### src/rtl/ccc_pkg.sv
// ============================================================================
// ccc_pkg: shared types and constants for the circle collision unit
// Field widths, pipeline stage counts and the sideband carried along the pipe.
// ============================================================================
`default_nettype none

package ccc_pkg;

    localparam int COORD_W      = 32;
    localparam int RADIUS_W     = 31;
    localparam int MAG_W        = 32;
    localparam int SQ_W         = 64;
    localparam int ROOT_W       = 32;
    localparam int DIR_W        = 16;

    localparam int FRONT_STAGES = 4;
    localparam int SQRT_STAGES  = ROOT_W;
    localparam int DIV_STAGES   = DIR_W + 1;
    localparam int LATENCY      = FRONT_STAGES + SQRT_STAGES + DIV_STAGES + 1;

    localparam int IN_DATA_W    = 256;
    localparam int OUT_DATA_W   = 56;

    localparam logic [DIR_W-1:0] DIR_MAX = {1'b0, {(DIR_W-1){1'b1}}};

    // per-item data that rides alongside the square root
    typedef struct packed {
        logic [2:0][MAG_W-1:0] mag;
        logic [2:0]            neg;
        logic                  hit;
        logic                  nz;
    } t_side;

    // flags that ride alongside the divide lanes
    typedef struct packed {
        logic [2:0] neg;
        logic       hit;
        logic       nz;
    } t_flg;

endpackage

`default_nettype wire

### src/rtl/ccc_div.sv
// ============================================================================
// ccc_div: pipelined rounded divide for one direction component
// Forms mag*2^15 + len/2, then restoring division, one quotient bit a stage.
// ============================================================================
`default_nettype none

module ccc_div (
    input  wire logic                          i_clk,
    input  wire logic                          i_en,
    input  wire logic [ccc_pkg::MAG_W-1:0]     i_mag,
    input  wire logic [ccc_pkg::ROOT_W-1:0]    i_len,
    output      logic [ccc_pkg::DIR_W-1:0]     o_quot
);

    localparam int N     = ccc_pkg::DIV_STAGES;
    localparam int Q_W   = ccc_pkg::DIR_W;
    localparam int NUM_W = ccc_pkg::MAG_W + Q_W;
    localparam int REM_W = ccc_pkg::ROOT_W;

    logic [REM_W-1:0]           r_rem [0:N-1];
    logic [Q_W-1:0]             r_low [0:N-1];
    logic [ccc_pkg::ROOT_W-1:0] r_len [0:N-1];

    logic [NUM_W-1:0]           n_num;

    // numerator with half the divisor added for rounding
    assign n_num = {1'b0, i_mag, {(Q_W-1){1'b0}}}
                 + {{(NUM_W-ccc_pkg::ROOT_W+1){1'b0}}, i_len[ccc_pkg::ROOT_W-1:1]};

    always_ff @(posedge i_clk) begin
        if (i_en) begin
            r_rem[0] <= n_num[NUM_W-1:Q_W];
            r_low[0] <= n_num[Q_W-1:0];
            r_len[0] <= i_len;
        end
    end

    genvar k;
    generate
        for (k = 1; k < N; k++) begin : g_step
            logic [REM_W:0] n_shift;
            logic           n_ge;
            logic [REM_W:0] n_diff;

            // shift in the next numerator bit and subtract when it fits
            assign n_shift = {r_rem[k-1], r_low[k-1][Q_W-1]};
            assign n_ge    = (n_shift >= {1'b0, r_len[k-1]});
            assign n_diff  = n_shift - {1'b0, r_len[k-1]};

            always_ff @(posedge i_clk) begin
                if (i_en) begin
                    r_rem[k] <= n_ge ? n_diff[REM_W-1:0] : n_shift[REM_W-1:0];
                    r_low[k] <= {r_low[k-1][Q_W-2:0], n_ge};
                    r_len[k] <= r_len[k-1];
                end
            end
        end
    endgenerate

    assign o_quot = r_low[N-1];

endmodule

`default_nettype wire

### config.mk
export PLATFORM = sky130hd
export DESIGN_NAME = ccc_div
export DESIGN_NICKNAME = d
export VERILOG_FILES = /design/src/rtl/ccc_pkg.sv /design/src/rtl/ccc_div.sv
export SDC_FILE = /design/constraint.sdc
export NUM_CORES = 2
export LEC_CHECK = 0
export BUFFER_PORTS_ARGS = -buffer_cell sky130_fd_sc_hd__buf_2
export CORE_MARGIN = 4
export CORE_UTILIZATION = 60
export CTS_BUF_LIST = sky130_fd_sc_hd__clkbuf_8
export CTS_CLUSTER_SIZE = 28
export DETAILED_ROUTE_END_ITERATION = 7
export PLACE_DENSITY_LB_ADDON = 0.05
export SETUP_SLACK_MARGIN = 0.1
export SYNTH_ARGS = -nofsm -noshare
export SYNTH_HDL_FRONTEND = slang
export SYNTH_SLANG_ARGS = --single-unit
### constraint.sdc
create_clock -name i_clk -period 3.9 [get_ports i_clk]
set_input_delay 0.39 -clock i_clk [delete_from_list [all_inputs] [get_ports i_clk]]
set_output_delay 0.39 -clock i_clk [all_outputs]
set_load 0.02 [all_outputs]
Yosys cells after proc, flatten, opt, wreduce, memory -nomap -nowiden
Memory sizes are Yosys's and may differ from the RTL's.
Cells that the tools add are included.
{"block": "classes", "n_lt_le_gt_ge": 16, "mux": 18, "addsub": 17}
{"cell": ">= comparator 33 x 32 -> 1 bit", "n": 16}
{"cell": "two-way mux 32 bit", "n": 16}
{"cell": "subtractor 32 bit", "n": 16}
{"cell": "adder 47 x 31 -> 48 bit", "n": 1}
{"cell": "two-way mux 1 bit", "n": 2}
{"block": "word_totals", "word_cells": 54, "input_bits": 66, "output_inout_bits": 16, "ram_bits": 1360, "n_memories": 3, "ff_bits": 0}
{"name": "r_len", "depth": 17, "width": 32, "read_ports": 16, "rd_ports_with_merged_regs": 0, "write_ports": 17, "line": "ccc_div.sv:22", "source": "logic [ccc_pkg::ROOT_W-1:0] r_len [0:N-1];"}
{"name": "r_rem", "depth": 17, "width": 32, "read_ports": 16, "rd_ports_with_merged_regs": 0, "write_ports": 17, "line": "ccc_div.sv:20", "source": "logic [REM_W-1:0] r_rem [0:N-1];"}
{"name": "r_low", "depth": 17, "width": 16, "read_ports": 17, "rd_ports_with_merged_regs": 0, "write_ports": 17, "line": "ccc_div.sv:21", "source": "logic [Q_W-1:0] r_low [0:N-1];"}

Depth between registers and ports, before layout
{"block": "depth", "depth_word": 2, "mapped_depth": 16, "depth_no_buf": 14}

Worst setup path after synthesis
No wires, ideal clock.
{"block": "synth_path", "path_type": "register to register", "start": "mem r_rem[0][453] in the netlist's numbering", "end": "mem r_rem[0][484] in the netlist's numbering (data pin)", "t_arrival_ns": 3.125, "period_less_slack_ns": 3.385, "required_ns": 3.640, "path_stages_with_launch": 14, "n_path_buf": 1, "setup_slack_ns": 0.515, "setup_ns": 0.260, "cell_sequence": "edfxtp_1 -> ha_1 -> a21o_1 -> a21o_1 -> a21oi_2 -> and3b_1 -> a21oi_2 -> a41oi_4 -> o21ai_2 -> a31oi_4 -> a21oi_2 -> a2111oi_4 -> buf_6 -> mux2_4"}
{"element": "start: declaration", "line": "ccc_div.sv:20"}

==> results.sh <==
export IMPL_grt_start_max_net_pins=120
export IMPL_swShare_pct=38.1
export IMPL_grt_pass1_vias=49600
export IMPL_final_cell_mix="1161 x sky130_fd_sc_hd__edfxtp_1, 685 x sky130_fd_sc_hd__inv_1, 583 x sky130_fd_sc_hd__a21oi_1"
export IMPL_port_buffers=81
export IMPL_clock_skew_ps=46.3
export IMPL_timing_setup_tns_ps=0
export IMPL_dp_hpwl_um=117000
export IMPL_syn_area_sq_um=67700
export IMPL_yosys_cell_types_count=83
export IMPL_htree_levels=4
export IMPL_insertion_delay_ps=870
export IMPL_cp_required_ps=4470
export IMPL_cap_viol_max_count=0
export IMPL_hold_path_class="primary input to register"
export IMPL_power_internal_mw=38.5
export IMPL_mappedNetlistNets=6718
export IMPL_critPathMostFrequentCell="sky130_fd_sc_hd__o31a_1"
export IMPL_async_set_reset_flop_share_out_of_synthesis_pct=0
export IMPL_clk_path_buf_depth=3
export IMPL_pre_cts_ws_ps=17.3
export IMPL_cts_clk_slew_worst_paths_ps=60
export IMPL_tightestPinTransition_ps=930
export IMPL_cts_buffers_inserted=195
export IMPL_routedWlPerCell_um=18.9
export IMPL_fillCellCount=8087
export IMPL_share_seq_of_total_power_pct=32.9
export IMPL_global_route_usage_over_all_layers_pct=25.9
export IMPL_result_of_the_run="finished clean"
export IMPL_ctsRootBufferMaster="sky130_fd_sc_hd__clkbuf_8"
export IMPL_detail_route_first_pass_iterations=6
export IMPL_dr_total_vias=47400
export IMPL_design_core_area_sq_um=111000
export IMPL_drt_iter0_markers=2188
export IMPL_layout_drive_gt1_share_pct=12.7
export IMPL_die_area_sq_um=118000
export IMPL_worst_ir_drop_vdd_v=0.000446
export IMPL_startpoint_type="register"
export IMPL_yosys_most_used_dff="sky130_fd_sc_hd__edfxtp_1"
export IMPL_count_of_flip_flops_with_a_built_in_enable_after_synthesis=1161
export IMPL_max_slew_margin_rel_pct=36.4
export IMPL_die_w_um=344
export IMPL_ios=82
export IMPL_path_delay_family="compound AO/OA/AOI/OAI gates"
export IMPL_power_density_nw_per_um2=813
export IMPL_power_share_combinational_pct=50.8
export IMPL_post_synth_cell_area_avg_sq_um=11.1
export IMPL_power_clock_fraction_pct=16.3
export IMPL_grt_first_pass_wirelength_um=241000
export IMPL_synth_yosys_warnings=0
export IMPL_chipHeight_um=344
export IMPL_power_switching_mw=23.7
export IMPL_worst_ep_arrival_time_ps=4350
export IMPL_critical_path_endpoint_type="register"
export IMPL_hold_viol=0
export IMPL_detail_route_antenna_nets=0
export IMPL_synth_sequential_area_ratio_pct=51.5
export IMPL_critPathMaxFanout=6
export IMPL_gp_congestion=0.971
export IMPL_clkSinkCount=1161
export IMPL_final_net_count=7180
export IMPL_final_min_clock_period_ps=3780
export IMPL_cp_num_buf_inv=2
export IMPL_layout_worst_path_cycle_share_pct=96.8
export IMPL_setup_repair_after_global_routing_missed_its_margin="yes"
export IMPL_setup_slack_ps=123
export IMPL_drc=0
export IMPL_route_detailed_vias_per_inst=5.77
export IMPL_mostFrequentLayoutCell="sky130_fd_sc_hd__edfxtp_1"
export IMPL_slowest_stage="sky130_fd_sc_hd__edfxtp_1"
export IMPL_antenna_violations_before_repair=3
export IMPL_hold_slack_ps=138
export IMPL_detail_route_wirelength_um=155000
export IMPL_syn_inst=6108
export IMPL_yosys_register_bits=1161
export IMPL_floorplan_rows=122
export IMPL_final_max_slew_viol_count=0
export IMPL_static_leakage_power_nw=32.4
export IMPL_initial_utilization_pct=60.8
export IMPL_grt_overflow_total=0
export IMPL_final_setup_viol_count=0
export IMPL_synthToLayoutAreaGrowth_pct=13.0
export IMPL_cp_cell_sequence="ha_1 -> nor2b_4 -> o31a_1 -> o41a_1 -> o2111ai_2 -> buf_6 -> a21oi_4 -> o21ai_2 -> nand4b_1 -> a31oi_2 -> o31a_1 -> o211a_4 -> buf_12 -> mux2_2"
export IMPL_maxClockFrequency_mhz=265
export IMPL_slowest_delay_ps=410
export IMPL_worstSetupPathType="register to register"
export IMPL_cts_tree="done"
## final timing paths
path,depth (start not counted),endpoint,slack (ps),from
worst min register to register,0,r_low[0][193],400,r_low[0][176]
worst min-delay path,3,r_rem[0][10],140,i_mag[11]
worst max-delay path,14,r_rem[0][178],120,r_rem[0][128]
worst max register to register,14,r_rem[0][178],120,r_rem[0][128]
## state kept, by name, summed over array words and instances (netlist names)
register / flops
r_rem: 512
r_len: 512
r_low: 137
## metal layers
| layer | part of all wire [%] | track usage, % | wire length (um) | up-vias |
|---|---|---|---|---|
| li1 | - | - | - | 23300 |
| met1 | 32 | 21.8 | 49500 | 22400 |
| met2 | 57 | 53.4 | 88300 | 1129 |
| met3 | 2.8 | 3.27 | 4400 | 584 |
| met4 | 8.6 | 19.5 | 13400 | 0 |
| met5 | 0 | 0 | 0 | - |
## worst reg2reg max path, cell delays in order (launching register included)
cell and delay, ps:
sky130_fd_sc_hd__edfxtp_1 410, sky130_fd_sc_hd__ha_1 340, sky130_fd_sc_hd__nor2b_4 140, sky130_fd_sc_hd__o31a_1 270, sky130_fd_sc_hd__o41a_1 360, sky130_fd_sc_hd__o2111ai_2 200, sky130_fd_sc_hd__buf_6 160, sky130_fd_sc_hd__a21oi_4 60
sky130_fd_sc_hd__o21ai_2 210, sky130_fd_sc_hd__nand4b_1 150, sky130_fd_sc_hd__a31oi_2 180, sky130_fd_sc_hd__o31a_1 210, sky130_fd_sc_hd__o211a_4 310, sky130_fd_sc_hd__buf_12 180, sky130_fd_sc_hd__mux2_2 340
## final cells by class
class | count | area [sq um] | area share (%)
well taps | 1488 | 1860 | 2.43
multi-input cells | 4170 | 30200 | 39.5
clock buffers | 196 | 2700 | 3.53
repair buffers | 417 | 3540 | 4.63
diodes | 6 | 15.0 | 0.0196
flip-flops and latches | 1161 | 34900 | 45.6
inverters | 625 | 2350 | 3.07
clock inverters | 151 | 930 | 1.22
## synth_stat cells (74+ instances only)
| cell type | n | share of area [%] |
|---|---|---|
| sky130_fd_sc_hd__xnor2_1 | 272 | 3.5 |
| sky130_fd_sc_hd__nand2b_1 | 76 | 0.70 |
| sky130_fd_sc_hd__xor2_1 | 175 | 2.3 |
| sky130_fd_sc_hd__inv_1 | 625 | 3.5 |
| sky130_fd_sc_hd__nor2_1 | 418 | 2.3 |
| sky130_fd_sc_hd__nand2_1 | 337 | 1.9 |
| sky130_fd_sc_hd__mux2_2 | 153 | 2.5 |
| sky130_fd_sc_hd__clkbuf_1 | 115 | 0.64 |
| sky130_fd_sc_hd__nand4_1 | 86 | 0.79 |
| sky130_fd_sc_hd__a21oi_1 | 590 | 4.4 |
| sky130_fd_sc_hd__edfxtp_1 | 1161 | 51 |
| sky130_fd_sc_hd__a21o_1 | 291 | 3.2 |
| sky130_fd_sc_hd__nand3_1 | 110 | 0.81 |
| sky130_fd_sc_hd__nor2b_1 | 75 | 0.69 |
| sky130_fd_sc_hd__ha_1 | 528 | 9.8 |
| sky130_fd_sc_hd__o21ai_0 | 315 | 2.3 |
| sky130_fd_sc_hd__o21a_1 | 74 | 0.82 |
## metrics by stage
stage	util (%)	area (sq um)	power, mW	std cells
floorplan	-	67700	42.4	6108
global placement	64.2	71500	50.4	7758
detailed placement	64.2	71500	50.9	7758
CTS	68.2	75900	61.6	8182
global route	68.7	76500	66.5	8213
finish	68.7	76500	62.2	8214
## timing repair
action                                  in CTS  in global routing
buffers inserted                             3                 19
hold endpoints to repair                    82                  0
hold buffers                                73                  0
gates cloned                                 1                  7
gates resized for setup                      9                 81
endpoints found under the setup margin      57                248
pin swaps                                    2                 13
## logic make-up after synthesis
| family | count (synthesis) | share of synthesized area (%) |
|---|---|---|
| AND/OR/NAND/NOR | 1305 | 9.13 |
| buffers and inverters | 778 | 4.47 |
| multiplexers | 203 | 3.46 |
| AO/OA/AOI/OAI | 1670 | 15.4 |
| adder cells (fa/ha/maj) | 544 | 10.2 |
| flip-flops | 1161 | 51.5 |
| XOR/XNOR | 447 | 5.78 |
## power by group through the flow
stage / registers, mW / logic [mW] / clock network (mW)
2_1_floorplan: 20.0 / 22.4 / 0
3_3_place_gp: 20.6 / 29.8 / 0
3_5_place_dp: 20.7 / 30.3 / 0
4_1_cts: 20.4 / 30.7 / 10.4
5_1_grt: 20.8 / 34.7 / 11.0
6_report: 20.5 / 31.6 / 10.2
Power figures use the tool's default switching activity.
